===== config.mk =====
export PLATFORM = sky130hd
export DESIGN_NAME = glyph_pixel_generator_5x7
export DESIGN_NICKNAME = d
export VERILOG_FILES = /design/src/hw/rtl/gpg5x7_pkg.sv /design/src/hw/rtl/glyph_pixel_generator_5x7.sv
export SDC_FILE = /design/constraint.sdc
export NUM_CORES = 1
export LEC_CHECK = 0
export ABC_AREA = 0
export BUFFER_PORTS_ARGS = -buffer_cell sky130_fd_sc_hd__buf_2
export CAP_MARGIN = 30
export CELL_PAD_IN_SITES_DETAIL_PLACEMENT = 0
export CELL_PAD_IN_SITES_GLOBAL_PLACEMENT = 2
export CORE_MARGIN = 3
export CORE_UTILIZATION = 39
export CTS_CLUSTER_DIAMETER = 50
export DETAILED_ROUTE_END_ITERATION = 7
export HOLD_SLACK_MARGIN = 0.12
export PLACE_DENSITY = 0.85
export SLEW_MARGIN = 20
export SYNTH_ARGS = -nofsm -noshare
export SYNTH_HDL_FRONTEND = slang
export SYNTH_SLANG_ARGS = --single-unit

===== constraint.sdc =====
create_clock -name clk -period 9.1 [get_ports clk]
set_input_delay 0.91 -clock clk [delete_from_list [all_inputs] [get_ports clk]]
set_output_delay 0.91 -clock clk [all_outputs]
set_load 0.02 [all_outputs]

===== src/hw/rtl/gpg5x7_pkg.sv =====
// ----------------------------------------------------------------------------
// gpg5x7_pkg: types and constants of the 5x7 glyph pixel generator
// Beat structs, the 5x7 font, register indexes and the sequencer program.
// ----------------------------------------------------------------------------
package gpg5x7_pkg;

	// Beat payloads
	typedef struct packed {
		logic [7:0]  char_code;
		logic [8:0]  pos_x;
		logic [8:0]  pos_y;
		logic [15:0] pen_color;
	} in_item_t;

	typedef struct packed {
		logic [16:0] pixel_address;
		logic [15:0] pixel_color;
		logic        last_pixel;
	} out_item_t;

	// Configuration register indexes
	localparam int          CFG_IDX_W      = 1;
	localparam int          CFG_DATA_W     = 8;
	localparam logic [0:0]  REG_TOP_ROW    = 1'd0;
	localparam logic [0:0]  REG_BOTTOM_ROW = 1'd1;
	localparam logic [7:0]  TOP_ROW_RST    = 8'd0;
	localparam logic [7:0]  BOTTOM_ROW_RST = 8'd240;

	// Glyph geometry: column 0..4, bit 0 of a column is the top row
	localparam int          GLYPH_COLS = 5;
	localparam int          GLYPH_ROWS = 7;
	localparam int          COL_W      = 3;
	localparam int          ROW_W      = 3;
	localparam logic [2:0]  LAST_COL   = 3'd4;
	localparam logic [2:0]  LAST_ROW   = 3'd6;
	localparam int          COORD_W    = 10;  // 9-bit position plus glyph offset
	localparam int          ADDR_W     = 17;

	typedef logic [0:GLYPH_COLS-1][GLYPH_ROWS-1:0] glyph_t;

	localparam glyph_t FONT_UPPER [0:25] = '{
		'{7'd126, 7'd17,  7'd17,  7'd17,  7'd126},
		'{7'd127, 7'd73,  7'd73,  7'd73,  7'd54},
		'{7'd62,  7'd65,  7'd65,  7'd65,  7'd34},
		'{7'd127, 7'd65,  7'd65,  7'd34,  7'd28},
		'{7'd127, 7'd73,  7'd73,  7'd73,  7'd65},
		'{7'd127, 7'd9,   7'd9,   7'd9,   7'd1},
		'{7'd62,  7'd65,  7'd73,  7'd73,  7'd122},
		'{7'd127, 7'd8,   7'd8,   7'd8,   7'd127},
		'{7'd0,   7'd65,  7'd127, 7'd65,  7'd0},
		'{7'd32,  7'd64,  7'd65,  7'd63,  7'd1},
		'{7'd127, 7'd8,   7'd20,  7'd34,  7'd65},
		'{7'd127, 7'd64,  7'd64,  7'd64,  7'd64},
		'{7'd127, 7'd2,   7'd12,  7'd2,   7'd127},
		'{7'd127, 7'd4,   7'd8,   7'd16,  7'd127},
		'{7'd62,  7'd65,  7'd65,  7'd65,  7'd62},
		'{7'd127, 7'd9,   7'd9,   7'd9,   7'd6},
		'{7'd62,  7'd65,  7'd81,  7'd33,  7'd94},
		'{7'd127, 7'd9,   7'd25,  7'd41,  7'd70},
		'{7'd38,  7'd73,  7'd73,  7'd73,  7'd50},
		'{7'd1,   7'd1,   7'd127, 7'd1,   7'd1},
		'{7'd63,  7'd64,  7'd64,  7'd64,  7'd63},
		'{7'd31,  7'd32,  7'd64,  7'd32,  7'd31},
		'{7'd63,  7'd64,  7'd56,  7'd64,  7'd63},
		'{7'd99,  7'd20,  7'd8,   7'd20,  7'd99},
		'{7'd7,   7'd8,   7'd112, 7'd8,   7'd7},
		'{7'd97,  7'd81,  7'd73,  7'd69,  7'd67}
	};

	localparam glyph_t FONT_LOWER [0:25] = '{
		'{7'd32,  7'd84,  7'd84,  7'd84,  7'd120},
		'{7'd127, 7'd72,  7'd68,  7'd68,  7'd56},
		'{7'd56,  7'd68,  7'd68,  7'd68,  7'd32},
		'{7'd56,  7'd68,  7'd68,  7'd72,  7'd127},
		'{7'd56,  7'd84,  7'd84,  7'd84,  7'd24},
		'{7'd8,   7'd126, 7'd9,   7'd1,   7'd2},
		'{7'd12,  7'd82,  7'd82,  7'd82,  7'd62},
		'{7'd127, 7'd8,   7'd4,   7'd4,   7'd120},
		'{7'd0,   7'd68,  7'd125, 7'd64,  7'd0},
		'{7'd32,  7'd64,  7'd68,  7'd61,  7'd0},
		'{7'd127, 7'd16,  7'd40,  7'd68,  7'd0},
		'{7'd0,   7'd65,  7'd127, 7'd64,  7'd0},
		'{7'd124, 7'd4,   7'd24,  7'd4,   7'd120},
		'{7'd124, 7'd8,   7'd4,   7'd4,   7'd120},
		'{7'd56,  7'd68,  7'd68,  7'd68,  7'd56},
		'{7'd124, 7'd20,  7'd20,  7'd20,  7'd8},
		'{7'd8,   7'd20,  7'd20,  7'd24,  7'd124},
		'{7'd124, 7'd8,   7'd4,   7'd4,   7'd8},
		'{7'd72,  7'd84,  7'd84,  7'd84,  7'd32},
		'{7'd4,   7'd63,  7'd68,  7'd64,  7'd32},
		'{7'd60,  7'd64,  7'd64,  7'd32,  7'd124},
		'{7'd28,  7'd32,  7'd64,  7'd32,  7'd28},
		'{7'd60,  7'd64,  7'd48,  7'd64,  7'd60},
		'{7'd68,  7'd40,  7'd16,  7'd40,  7'd68},
		'{7'd12,  7'd80,  7'd80,  7'd80,  7'd60},
		'{7'd68,  7'd100, 7'd84,  7'd76,  7'd68}
	};

	localparam glyph_t FONT_DIGIT [0:9] = '{
		'{7'd62,  7'd81,  7'd73,  7'd69,  7'd62},
		'{7'd0,   7'd66,  7'd127, 7'd64,  7'd0},
		'{7'd98,  7'd81,  7'd73,  7'd73,  7'd70},
		'{7'd34,  7'd65,  7'd73,  7'd73,  7'd54},
		'{7'd24,  7'd20,  7'd18,  7'd127, 7'd16},
		'{7'd39,  7'd69,  7'd69,  7'd69,  7'd57},
		'{7'd60,  7'd74,  7'd73,  7'd73,  7'd48},
		'{7'd1,   7'd113, 7'd9,   7'd5,   7'd3},
		'{7'd54,  7'd73,  7'd73,  7'd73,  7'd54},
		'{7'd6,   7'd73,  7'd73,  7'd41,  7'd30}
	};

	// Character code to glyph bitmap; codes outside the font are blank
	function automatic glyph_t font_lookup(input logic [7:0] code);
		glyph_t     g;
		logic [7:0] ofs;
		g   = '0;
		ofs = '0;
		if (code >= "A" && code <= "Z") begin
			ofs = code - "A";
			g   = FONT_UPPER[ofs[4:0]];
		end else if (code >= "a" && code <= "z") begin
			ofs = code - "a";
			g   = FONT_LOWER[ofs[4:0]];
		end else if (code >= "0" && code <= "9") begin
			ofs = code - "0";
			g   = FONT_DIGIT[ofs[3:0]];
		end else begin
			unique case (code)
				":":     g = '{7'd0,  7'd36, 7'd36, 7'd0,   7'd0};
				".":     g = '{7'd0,  7'd0,  7'd64, 7'd0,   7'd0};
				",":     g = '{7'd0,  7'd0,  7'd96, 7'd0,   7'd0};
				"-":     g = '{7'd8,  7'd8,  7'd8,  7'd8,   7'd8};
				"_":     g = '{7'd64, 7'd64, 7'd64, 7'd64,  7'd64};
				"~":     g = '{7'd8,  7'd4,  7'd8,  7'd16,  7'd8};
				"/":     g = '{7'd32, 7'd16, 7'd8,  7'd4,   7'd2};
				"+":     g = '{7'd8,  7'd8,  7'd62, 7'd8,   7'd8};
				"=":     g = '{7'd20, 7'd20, 7'd20, 7'd20,  7'd20};
				"%":     g = '{7'd99, 7'd19, 7'd8,  7'd100, 7'd99};
				"(":     g = '{7'd0,  7'd0,  7'd62, 7'd65,  7'd0};
				")":     g = '{7'd0,  7'd65, 7'd62, 7'd0,   7'd0};
				">":     g = '{7'd0,  7'd65, 7'd34, 7'd28,  7'd0};
				"<":     g = '{7'd0,  7'd28, 7'd34, 7'd65,  7'd0};
				"?":     g = '{7'd2,  7'd1,  7'd81, 7'd9,   7'd6};
				default: g = '0;
			endcase
		end
		return g;
	endfunction

	// Sequencer microcode
	localparam int STEP_W     = 1;
	localparam int PROG_DEPTH = 2;
	typedef logic [STEP_W-1:0] step_t;

	localparam step_t STEP_IDLE = 1'd0;
	localparam step_t STEP_SCAN = 1'd1;

	typedef enum logic [1:0] {
		JMP_NEVER      = 2'd0,
		JMP_NO_START   = 2'd1,  // jump while no character is offered
		JMP_MORE_CELLS = 2'd2   // jump while glyph cells remain
	} jmp_cond_t;

	typedef struct packed {
		logic      busy;    // step holds a character
		logic      scan;    // test one glyph cell
		logic      flush;   // drain the held write as the final one
		jmp_cond_t cond;
		step_t     target;  // taken jump target; otherwise next step (wraps)
	} ctl_t;

	localparam ctl_t PROGRAM [PROG_DEPTH] = '{
		'{busy: 1'b0, scan: 1'b0, flush: 1'b1, cond: JMP_NO_START,   target: STEP_IDLE},
		'{busy: 1'b1, scan: 1'b1, flush: 1'b0, cond: JMP_MORE_CELLS, target: STEP_SCAN}
	};

endpackage


===== src/hw/rtl/glyph_pixel_generator_5x7.sv =====
// ----------------------------------------------------------------------------
// glyph_pixel_generator_5x7: 5x7 bitmap character to framebuffer writes
// Latency: a write is held until the next surviving cell is scanned and is on
//   the ports in the cycle after that scan; the final write of a character is
//   flushed in the idle step that follows the last scan and is then registered.
// Throughput: 35 cell scans plus one idle step per character; start is taken
//   only while idle. At most one write per cycle. The results cannot be stalled.
// Reset: clip rows go to 0 and 240, the sequencer to idle, no write pending.
// ----------------------------------------------------------------------------
module glyph_pixel_generator_5x7
	import gpg5x7_pkg::*;
#(
	parameter int SCREEN_WIDTH  = 320,
	parameter int SCREEN_HEIGHT = 240
) (
	input  logic                  clk,
	input  logic                  arst_n,
	// command side
	input  logic                  start,
	output logic                  busy,
	input  in_item_t              command,
	// configuration write port
	input  logic                  cfg_wen,
	input  logic [CFG_IDX_W-1:0]  cfg_index,
	input  logic [CFG_DATA_W-1:0] cfg_data,
	// pixel writes
	output logic                  result_valid,
	output out_item_t             result
);

	// Screen bounds as 11-bit values (up to 2047) and the address product width
	localparam int         BOUND_W  = 11;
	localparam logic [BOUND_W-1:0] WIDTH_L  = BOUND_W'(SCREEN_WIDTH);
	localparam logic [BOUND_W-1:0] HEIGHT_L = BOUND_W'(SCREEN_HEIGHT);
	localparam int         LIN_W    = COORD_W + BOUND_W + 1;

	// ------------------------------------------------------------------
	// Sequencer: step counter plus the control word it selects.
	// Idle step drains the held write and waits for start; scan step loops
	// over all 35 glyph cells, then falls through (wrapping) to idle.
	// ------------------------------------------------------------------
	step_t pc_q;
	ctl_t  ctl;
	logic  take;
	logic  cell_last;
	logic  jump;

	assign ctl       = PROGRAM[pc_q];
	assign busy      = ctl.busy;
	assign take      = start && !ctl.busy;

	always_comb begin
		unique case (ctl.cond)
			JMP_NEVER:      jump = 1'b0;
			JMP_NO_START:   jump = !start;
			JMP_MORE_CELLS: jump = !cell_last;
			default:        jump = 1'b0;
		endcase
	end

	always_ff @(posedge clk or negedge arst_n) begin
		if (!arst_n) begin
			pc_q <= STEP_IDLE;
		end else if (jump) begin
			pc_q <= ctl.target;
		end else begin
			pc_q <= pc_q + 1'b1;
		end
	end

	// ------------------------------------------------------------------
	// Clip registers
	// ------------------------------------------------------------------
	logic [7:0] top_row_q;
	logic [7:0] bottom_row_q;

	always_ff @(posedge clk or negedge arst_n) begin
		if (!arst_n) begin
			top_row_q    <= TOP_ROW_RST;
			bottom_row_q <= BOTTOM_ROW_RST;
		end else if (cfg_wen) begin
			case (cfg_index)
				REG_TOP_ROW:    top_row_q    <= cfg_data;
				REG_BOTTOM_ROW: bottom_row_q <= cfg_data;
				default:        ;
			endcase
		end
	end

	// ------------------------------------------------------------------
	// Datapath: latched character, cell counters, one held write.
	// A write is held until the next surviving cell shows up, so the
	// one that is still held when the scan ends goes out flagged last.
	// ------------------------------------------------------------------
	glyph_t            glyph_q;
	logic [8:0]        pos_x_q;
	logic [8:0]        pos_y_q;
	logic [15:0]       color_q;
	logic [COL_W-1:0]  col_q;
	logic [ROW_W-1:0]  row_q;

	logic [COORD_W-1:0] x;
	logic [COORD_W-1:0] y;
	logic               inside_clip;
	logic               hit;
	logic [ADDR_W-1:0]  lin;

	assign cell_last = (col_q == LAST_COL) && (row_q == LAST_ROW);
	assign x = COORD_W'(pos_x_q) + COORD_W'(col_q);
	assign y = COORD_W'(pos_y_q) + COORD_W'(row_q);

	assign inside_clip = ({1'b0, x} < WIDTH_L)
		&& (y >= COORD_W'(top_row_q))
		&& (y <  COORD_W'(bottom_row_q))
		&& ({1'b0, y} < HEIGHT_L);
	assign hit = ctl.scan && glyph_q[col_q][row_q] && inside_clip;
	assign lin = ADDR_W'(LIN_W'(y) * LIN_W'(WIDTH_L) + LIN_W'(x));

	always_ff @(posedge clk) begin
		if (take) begin
			glyph_q <= font_lookup(command.char_code);
			pos_x_q <= command.pos_x;
			pos_y_q <= command.pos_y;
			color_q <= command.pen_color;
		end
	end

	always_ff @(posedge clk or negedge arst_n) begin
		if (!arst_n) begin
			col_q <= '0;
			row_q <= '0;
		end else if (take) begin
			col_q <= '0;
			row_q <= '0;
		end else if (ctl.scan) begin
			if (row_q == LAST_ROW) begin
				row_q <= '0;
				col_q <= col_q + 1'b1;
			end else begin
				row_q <= row_q + 1'b1;
			end
		end
	end

	// held write
	logic              pend_q;
	logic [ADDR_W-1:0] pend_addr_q;

	always_ff @(posedge clk or negedge arst_n) begin
		if (!arst_n) begin
			pend_q <= 1'b0;
		end else if (hit) begin
			pend_q <= 1'b1;
		end else if (ctl.flush) begin
			pend_q <= 1'b0;
		end
	end

	always_ff @(posedge clk) begin
		if (hit) begin
			pend_addr_q <= lin;
		end
	end

	// ------------------------------------------------------------------
	// Output register: at most one beat per cycle, shown for one cycle only
	// ------------------------------------------------------------------
	logic      emit;
	logic      out_valid_q;
	out_item_t out_q;

	assign emit = pend_q && (hit || ctl.flush);

	always_ff @(posedge clk or negedge arst_n) begin
		if (!arst_n) begin
			out_valid_q <= 1'b0;
		end else begin
			out_valid_q <= emit;
		end
	end

	always_ff @(posedge clk) begin
		if (emit) begin
			out_q.pixel_address <= pend_addr_q;
			out_q.pixel_color   <= color_q;
			out_q.last_pixel    <= ctl.flush;
		end
	end

	assign result_valid = out_valid_q;
	assign result       = out_q;

	// ------------------------------------------------------------------
	// Assertions
	// ------------------------------------------------------------------
	a_take_busy: assert property (@(posedge clk) disable iff (!arst_n)
		take |=> busy)
		else $error("accepted character did not start a scan");

	a_cell_range: assert property (@(posedge clk) disable iff (!arst_n)
		busy |-> (col_q <= LAST_COL && row_q <= LAST_ROW))
		else $error("glyph cell counter out of range");

	a_beat_source: assert property (@(posedge clk) disable iff (!arst_n)
		result_valid |-> $past(pend_q))
		else $error("write beat without a held write");

	a_last_drains: assert property (@(posedge clk) disable iff (!arst_n)
		(result_valid && result.last_pixel) |-> !pend_q)
		else $error("write still held after the final beat");

endmodule

==> results.py, run 1 <==
metrics = {
    "clocking": {
        "post-cts-setup-buffers": 0,
        "cts_tree": "yes",
        "insertion_delay_ps": 420,
        "hold_buffers": 0,
        "clk_pin_slew_ps": 60,
        "h-tree-depth": 4,
        "cts_buffers": 17,
        "root_buffer": "clkbuf_16",
        "clkSinkCount": 145,
        "post_cts_resized": 0,
        "clock_path_buffers": 2,
    },
    "grt": {
        "grt_pass1_wl_um": 50700,
        "overflow": 0,
        "grtUsageMet2_pct": 35.6,
        "antenna_found_initial": 0,
        "use_met1_pct": 31.7,
        "grt_util_met3_pct": 5.00,
        "grt_max_degree": 68,
        "grt.total_usage_pct": 23.3,
        "grt_busiest_layer": "met2",
        "grt_pass1_vias": 8391,
    },
    "logic_synthesis": {
        "syn-num-nets": 1148,
        "yosysTopAreaCell": "edfxtp_1",
        "synth_edf_count": 120,
        "ys_types": 90,
        "syn_area_per_cell_um2": 9.68,
        "synth_area_mm2": 0.0100,
        "synth_warnings": 0,
        "synth_seq_area_share_pct": 42.2,
        "yosysTopAreaCellShare_pct": 35.9,
        "async_flop_share_pct": 17.2,
        "synth_area_leaders": "edfxtp_1 36%, ha_1 6.6%, dfrtp_1 5.2%",
        "synth_common_cells": "120 x edfxtp_1, 110 x nand2_1, 86 x o21ai_0",
        "ys_ff_latch": 145,
        "synthCells": 1036,
        "synth_most_common_cell": "edfxtp_1",
        "synthFlopType": "edfxtp_1",
    },
    "worst_setup_path": {
        "worst-endpoint-arrival_ps": 5020,
        "crit_family": "adder cells",
        "critPathBufInv": 2,
        "cp_num_cells": 15,
        "cp_max_fo": 35,
        "critPathSlowestCell": "dfrtp_1",
        "r2r_cells": 15,
        "critPathRequiredTime_ps": 9170,
        "path_cells": "ha_1 > inv_1 > fa_1 > nor2b_1 > or2_2 > nand2_1 > xnor2_1 > ha_1 > a21oi_1 > o22ai_1 > or3_1 > a2111oi_2 > nand2_1 > o41ai_2 > buf_4",
        "critPathKind": "register to register",
        "cp-start-kind": "register",
        "end_kind": "register",
        "max_stage_delay_ps": 830,
    },
    "timing": {
        "setup_viol": 0,
        "hold_violations": 0,
        "timing.final.crit_share_pct": 54.4,
        "worst_slew_pin_slew_ps": 994,
        "maxSlewViolCount": 0,
        "rsz0062_at_grt": "false",
        "setup-tns-final_ps": 0,
        "timing.fmax_mhz": 202,
        "skew_ps": 11.7,
        "relSlewSlack_pct": 33.2,
        "fin_crit_ps": 4950,
    },
    "finish": {
        "fillCellCount": 2473,
        "drive_above_1_share_pct": 17.2,
        "nets": 1199,
        "num_antenna_cells": 0,
        "stdcell_count": 1430,
        "area_growth_pct": 12.2,
    },
    "routing": {
        "first_pass_iters": 8,
        "dr_total_vias": 8821,
        "routed_wl_um": 32800,
        "drtAntennaViolNets": 0,
        "wl_per_cell_um": 22.9,
        "drt_iter0_markers": 1099,
        "routed_via_density": 6.17,
        "drc": 0,
    },
    "floorplanning": {
        "row_count": 58,
        "die-area_mm2": 0.0277,
        "die-width_um": 166,
        "die_height_um": 166,
        "core-area_mm2": 0.0253,
        "ios": 91,
        "floorplan.initialDensity_pct": 39.7,
    },
    "placement": {
        "routabilityCongestion": 0.952,
        "dpl.hpwl_um": 23200,
        "io_buffers": 90,
        "placed_cells": 1397,
    },
    "worst_hold_path": {
        "holdPathStages": 0,
        "hold_path.class": "register to register",
    },
    "pwr": {
        "ir_drop_v": 0.000168,
        "leakagePower_nw": 4.24,
        "p_per_area_mw_per_mm2": 219,
    },
    "run": {
        "max-cap-violations": 0,
    },
    "run_status": {
        "status": "finished, final reports clean",
    },
}
[worst paths after layout]
| check | startpoint | to | slack, ps |
|---|---|---|---|
| max | row_q[0] | result[4] | 4150 |
| min | pend_addr_q[8] | result[25] | 420 |
| max reg2reg | row_q[0] | result[4] | 4150 |
| min reg2reg | pend_addr_q[8] | result[25] | 420 |
| max in group asynchronous | arst_n | top_row_q[7] | 8170 |
| min in group asynchronous | arst_n | top_row_q[3] | 510 |
[report_power, final]
part	internal, mW	switching [mW]
clock	0.385	0.292
sequential	0.817	0.0688
combinational	0.372	0.533
[routing by layer]
metal	vias up	part of all wire, %
li1	4003	-
met1	4221	43
met2	492	44
met3	105	8.4
met4	0	5.0
met5	-	0
[cell type report]
cell class / instances / area, um2 / area share, %
multi-input cells: 776 / 5310 / 47.1
flip-flops and latches: 145 / 4230 / 37.6
repair buffers: 108 / 586 / 5.20
clock buffers: 17 / 425 / 3.78
well taps: 330 / 413 / 3.67
clock inverters: 15 / 150 / 1.33
inverters: 39 / 146 / 1.30
[logic make-up (layout without fill, tap and decap cells)]
kind of cell	after synthesis	count (layout)	share of synthesized area, %
adder cells (fa/ha/maj)	58	58	7.51
flip-flops	145	145	42.2
XOR/XNOR	38	38	3.72
AO/OA/AOI/OAI	338	338	22.5
AND/OR/NAND/NOR	314	314	15.4
buffers and inverters	115	179	5.24
multiplexers	28	28	3.48
[per-stage QoR]
stage          worst slack (ps)  hold slack [ps]  util (%)  total power, mW  instance area (um2)
5_1_grt                    3850              426      44.6             2.63                11300
3_3_place_gp               4330              401      42.3             1.78                10700
2_1_floorplan              2130              400         -             1.56                10000
3_5_place_dp               4220              405      42.3             1.79                10700
6_report                   4150              418      44.6             2.47                11300
4_1_cts                    4200              421      44.6             2.48                11300
[sequential cells by signal (all words and copies together), names as in the netlist, 3 cells and up]
| signal | flops |
|---|---|
| pos_x_q | 9 |
| bottom_row_q | 8 |
| col_q | 3 |
| row_q | 3 |
| color_q | 16 |
| pos_y_q | 9 |
| result | 34 |
| pend_addr_q | 17 |
| top_row_q | 8 |
| glyph_q | 35 |
[worst register-to-register path, cell delays in order (launching register included)]
cell,delay (ps)
dfrtp_1,830
ha_1,300
inv_1,60
fa_1,400
nor2b_1,240
or2_2,180
nand2_1,100
xnor2_1,300
ha_1,310
a21oi_1,140
o22ai_1,100
or3_1,330
a2111oi_2,390
nand2_1,110
o41ai_2,330
buf_4,460
[cells in the final DEF (no fill, tap or decap), drive strengths merged, types with 8 or more instances in the layout]
cell,count
nand2,111
o2111ai,8
ha,53
nand2b,15
and2,9
o22ai,11
o211ai,17
nor2b,17
nor2,66
a211oi,13
clkbuf,17
o21ai,92
a21oi,65
a31oi,19
a21o,17
nand3,31
o21a,9
xnor2,22
mux2i,9
inv,46
dfrtp,21
buf,108
edfxtp,120
xor2,15
and3,9
a221oi,11
nor3,24
mux2,15
Power figures use the tool's default switching activity.
==> run 2, diff against run 1 <==
- clock period: 9.1 -> 5 ns (I/O delays scaled with it)
==> results.py, run 2 (synthesized netlist as in run 1, its figures left out) <==
metrics = {
    "placement": {
        "routabilityCongestion": 0.964,
        "io_buffers": 90,
        "dpl.hpwl_um": 24900,
        "placed_cells": 1412,
        "dpl_cell_area_mm2": 0.0108,
    },
    "pwr": {
        "leakagePower_nw": 4.37,
        "ir_drop_v": 0.000280,
        "p_per_area_mw_per_mm2": 406,
    },
    "worst_setup_path": {
        "r2r_setup_slack_ps": 580,
        "r2r_start": "row_q[1]",
        "cp-start-kind": "register",
        "worst-endpoint-arrival_ps": 4490,
        "cp_max_fo": 35,
        "r2r_end": "result[16]",
        "critPathRequiredTime_ps": 5070,
        "crit_start": "row_q[1]",
        "critPathKind": "register to register",
        "end_kind": "register",
        "r2r_cells": 14,
    },
    "timing": {
        "hold_violations": 0,
        "setup_viol": 0,
        "relSlewSlack_pct": 41.2,
        "setup-tns-final_ps": 0,
        "worst_slew_pin_slew_ps": 873,
        "skew_ps": 10.3,
        "timing.fmax_mhz": 226,
        "fin_crit_ps": 4420,
        "timing.final.crit_share_pct": 88.4,
        "maxSlewViolCount": 0,
        "rsz0062_at_grt": "false",
    },
    "floorplanning": {
        "ios": 91,
        "die_height_um": 166,
        "core-area_mm2": 0.0253,
        "row_count": 58,
        "floorplan.initialDensity_pct": 39.7,
        "die-area_mm2": 0.0277,
        "die-width_um": 166,
    },
    "routing": {
        "wl_per_cell_um": 23.6,
        "routed_wl_um": 34200,
        "drtAntennaViolNets": 0,
        "drc": 0,
        "drt_iter0_markers": 998,
        "dr_total_vias": 8841,
        "first_pass_iters": 6,
        "routed_via_density": 6.12,
    },
    "clocking": {
        "post_cts_resized": 0,
        "insertion_delay_ps": 420,
        "clkSinkCount": 145,
        "cts_buffers": 17,
        "post-cts-setup-buffers": 0,
        "cts_tree": "yes",
        "root_buffer": "clkbuf_16",
        "clk_pin_slew_ps": 70,
        "h-tree-depth": 4,
        "clock_path_buffers": 2,
    },
    "finish": {
        "largest_reg_flops": 35,
        "nets": 1214,
        "regMostFlops": "glyph_q",
        "num_antenna_cells": 0,
        "layout_common_cells": "120 x edfxtp_1, 110 x nand2_1, 90 x buf_2",
        "drive_above_1_share_pct": 18.2,
        "layout_commonest_cell": "edfxtp_1",
        "area_growth_pct": 14.3,
        "fillCellCount": 2443,
        "fin_area_mm2": 0.0115,
        "stdcell_count": 1445,
    },
    "grt": {
        "use_met1_pct": 32.2,
        "grtUsageMet2_pct": 38.3,
        "overflow": 0,
        "grt.total_usage_pct": 24.4,
        "grt_pass1_vias": 8746,
        "grt_pass1_wl_um": 52800,
        "grt_util_met3_pct": 4.57,
        "grt_max_degree": 66,
        "grt_busiest_layer": "met2",
        "antenna_found_initial": 0,
    },
    "worst_hold_path": {
        "holdPathStages": 1,
        "hold_path_startpoint": "command[25]",
        "holdPathEnd": "pos_x_q[0]",
        "hold_path.class": "primary input to register",
    },
    "run": {
        "max-cap-violations": 0,
    },
    "run_status": {
        "status": "finished, final reports clean",
    },
}
-- run 2: timing repair --
item,CTS,global route
hold buffers,1,0
endpoints found under the setup margin,0,0
endpoints found under the hold margin,19,0
-- run 2: routing by layer --
metal	up-vias	wire, um
met5	-	0
met4	0	1990
met3	116	2630
met2	487	15500
met1	4197	14100
li1	4041	-
-- run 2: critical path, stage by stage, from the launching register on --
cell	delay, ps
dfrtp_1	490
inv_1	140
fa_1	430
nor2b_1	220
or2_2	170
nand2_1	110
xnor2_1	300
ha_1	310
a21oi_1	130
o22ai_1	100
or3_1	320
a2111oi_2	450
nand2_1	160
o41ai_4	310
buf_4	430
-- run 2: power by group --
part           leakage (nW)  switching [mW]  internal, mW
sequential             1.38          0.0952          1.49
clock                 0.317           0.517         0.854
combinational          2.67            1.01         0.689
-- run 2: area by class of cell --
type	count	area (um2)	area share, %
Timing Repair Buffer	123	713	6.22
Inverter	39	146	1.28
Clock inverter	15	219	1.91
Multi-Input combinational cell	776	5310	46.3
Tap cell	330	413	3.60
Sequential cell	145	4230	36.9
Clock buffer	17	425	3.71
-- run 2: how the worst max path moves through the flow --
stage,endpoint,slack (ps),depth (start not counted)
final,result[16],580,14
after detailed placement,result[9],610,14
after global routing,result[0],180,14
after floorplan,result[0],420,13
after CTS,result[23],580,14
after global placement,result[9],700,14
-- run 2: through the flow --
stage	worst slack (ps)	hold WS (ps)	util [%]	total power, mW
finish	581	253	45.4	4.65
global route	178	229	45.4	4.95
CTS	583	234	45.4	4.68
detailed placement	613	405	42.8	3.27
global placement	699	401	42.8	3.26
floorplan	424	204	-	2.85
==> run 3, diff against run 2 <==
- CELL_PAD_IN_SITES_DETAIL_PLACEMENT: 0 -> 1
- CELL_PAD_IN_SITES_GLOBAL_PLACEMENT: 2 -> 1
- CORE_UTILIZATION: 39 -> 47
- CTS_BUF_LIST: unset -> sky130_fd_sc_hd__clkbuf_4 sky130_fd_sc_hd__clkbuf_8 sky130_fd_sc_hd__clkbuf_16
==> results.py, run 3 (synthesized netlist as in run 1, its figures left out) <==
metrics = {
    "run_status": {
        "status": "finished, final reports clean",
    },
    "worst_setup_path": {
        "worst-endpoint-arrival_ps": 4940,
        "cp-start-kind": "register",
        "r2r_end": "pend_addr_q[16]",
        "worstSetupEndpoint": "pend_addr_q[16]",
        "critPathRequiredTime_ps": 5170,
        "cp_max_fo": 9,
        "r2r_cells": 13,
        "r2r_start": "row_q[1]",
        "crit_start": "row_q[1]",
        "critPathKind": "register to register",
        "end_kind": "register",
        "r2r_setup_slack_ps": 230,
    },
    "finish": {
        "fillCellCount": 2320,
        "layout_common_cells": "120 x edfxtp_1, 110 x nand2_1, 90 x buf_2",
        "drive_above_1_share_pct": 18.0,
        "num_antenna_cells": 0,
        "regMostFlops": "glyph_q",
        "fin_util_pct": 54.8,
        "largest_reg_flops": 35,
        "layout_commonest_cell": "edfxtp_1",
        "nets": 1211,
        "area_growth_pct": 12.7,
    },
    "worst_hold_path": {
        "hold_path.class": "primary input to register",
        "holdPathStages": 1,
    },
    "routing": {
        "dr_total_vias": 9359,
        "routed_via_density": 6.77,
        "routed_wl_um": 37900,
        "wl_per_cell_um": 27.4,
        "drc": 0,
        "first_pass_iters": 6,
        "drtAntennaViolNets": 0,
        "drt_iter0_markers": 1279,
    },
    "placement": {
        "dpl.hpwl_um": 26600,
        "io_buffers": 90,
        "pre_cts_slack_ps": 350,
        "routabilityCongestion": 1.09,
    },
    "grt": {
        "grt.total_usage_pct": 31.9,
        "grt_max_degree": 45,
        "antenna_found_initial": 0,
        "grt_pass1_wl_um": 57600,
        "grt_pass1_vias": 9523,
        "overflow": 0,
    },
    "timing": {
        "maxSlewViolCount": 0,
        "timing.fmax_mhz": 210,
        "hold_slack_ps": 237,
        "relSlewSlack_pct": 35.9,
        "worst_slew_pin_slew_ps": 961,
        "skew_ps": 15.0,
        "timing.final.crit_share_pct": 95.4,
        "fin_ws_ps": 229,
        "setup-tns-final_ps": 0,
        "setup_viol": 0,
        "fin_crit_ps": 4770,
        "hold_violations": 0,
    },
    "pwr": {
        "p_switching_mw": 1.90,
        "switching_share_pct": 39.9,
        "intPower_mw": 2.87,
        "combPwrFrac_pct": 40.2,
        "seqPwrFrac_pct": 33.5,
        "leakagePower_nw": 4.31,
        "p_per_area_mw_per_mm2": 421,
        "p_clk_share_pct": 26.3,
        "total_power_mw": 4.77,
        "ir_drop_v": 0.000204,
    },
    "clocking": {
        "clkSinkCount": 145,
        "cts_tree": "yes",
        "post-cts-setup-buffers": 0,
        "insertion_delay_ps": 440,
        "h-tree-depth": 4,
        "cts_buffers": 17,
        "root_buffer": "clkbuf_16",
        "clk_pin_slew_ps": 80,
        "clock_path_buffers": 2,
    },
    "floorplanning": {
        "core-area_mm2": 0.0206,
        "die_height_um": 152,
        "ios": 91,
        "floorplan.initialDensity_pct": 48.6,
        "die-area_mm2": 0.0231,
        "die-width_um": 152,
        "row_count": 52,
    },
    "run": {
        "max-cap-violations": 0,
    },
}
==> run 3: changes by cell type in the layout (fill, tap and decap cells not counted) <==
| cell | change |
|---|---|
| inv_8 | +1 |
| clkinv_4 | +3 |
| clkinvlp_4 | +1 |
| buf_16 | +1 |
| buf_8 | +1 |
| bufinv_16 | -4 |
| clkinv_8 | +2 |
| buf_12 | -1 |
| inv_6 | -3 |
| buf_4 | -4 |
==> run 3: final cells by class <==
cell class / count / area [um2] / area share, %
Clock inverter: 15 / 150 / 1.33
Sequential cell: 145 / 4230 / 37.4
Inverter: 39 / 146 / 1.29
Multi-Input combinational cell: 776 / 5310 / 47.0
Tap cell: 270 / 338 / 2.99
Clock buffer: 17 / 425 / 3.76
Timing Repair Buffer: 120 / 706 / 6.24
==> run 3: worst min-delay path by stage <==
stage	start	end	slack, ps
2_1_floorplan	arst_n	bottom_row_q[0]	200
3_3_place_gp	pend_addr_q[1]	result[18]	400
3_5_place_dp	color_q[9]	result[10]	410
4_1_cts	command[32]	pos_x_q[7]	230
5_1_grt	command[32]	pos_x_q[7]	220
6_report	command[32]	pos_x_q[7]	240
==> run 3: power by group through the flow <==
stage / Sequential (mW) / Combinational (mW) / Clock, mW
final: 1.59 / 1.92 / 1.25
after global routing: 1.61 / 2.06 / 1.32
after CTS: 1.59 / 1.88 / 1.26
after detailed placement: 1.62 / 1.79 / 0
after global placement: 1.60 / 1.65 / 0
after floorplan: 1.60 / 1.26 / 0
==> run 3: through the flow <==
stage / instance area, um2 / cells
2_1_floorplan: 10000 / 1036
5_1_grt: 11300 / 1382
6_report: 11300 / 1382
3_5_place_dp: 10700 / 1348
4_1_cts: 11300 / 1381
3_3_place_gp: 10700 / 1348
==> run 3: repair_timing <==
action	CTS	global route
endpoints found under the setup margin	0	34
resized for setup	0	3
hold buffers	1	0
hold endpoints to repair	21	0
==> run 3: critical path, cell delays in order (launching register included) <==
cell	delay [ps]
dfrtp_1	520
inv_1	160
fa_1	460
nor2b_1	260
o21ai_0	220
xor2_1	480
xnor2_1	250
fa_1	580
xor2_1	290
nand2_1	120
a21oi_1	220
nand3_1	160
nor3b_1	360
xnor3_1	420
==> run 3: routing by layer <==
| metal | vias to the layer above | GRT usage, % | wire length (um) |
|---|---|---|---|
| met3 | 173 | 6.60 | 3360 |
| met1 | 4537 | 40.5 | 14700 |
| met2 | 629 | 51.4 | 17600 |
| met5 | - | 0 | 0 |
| met4 | 0 | 17.0 | 2220 |
| li1 | 4020 | - | - |
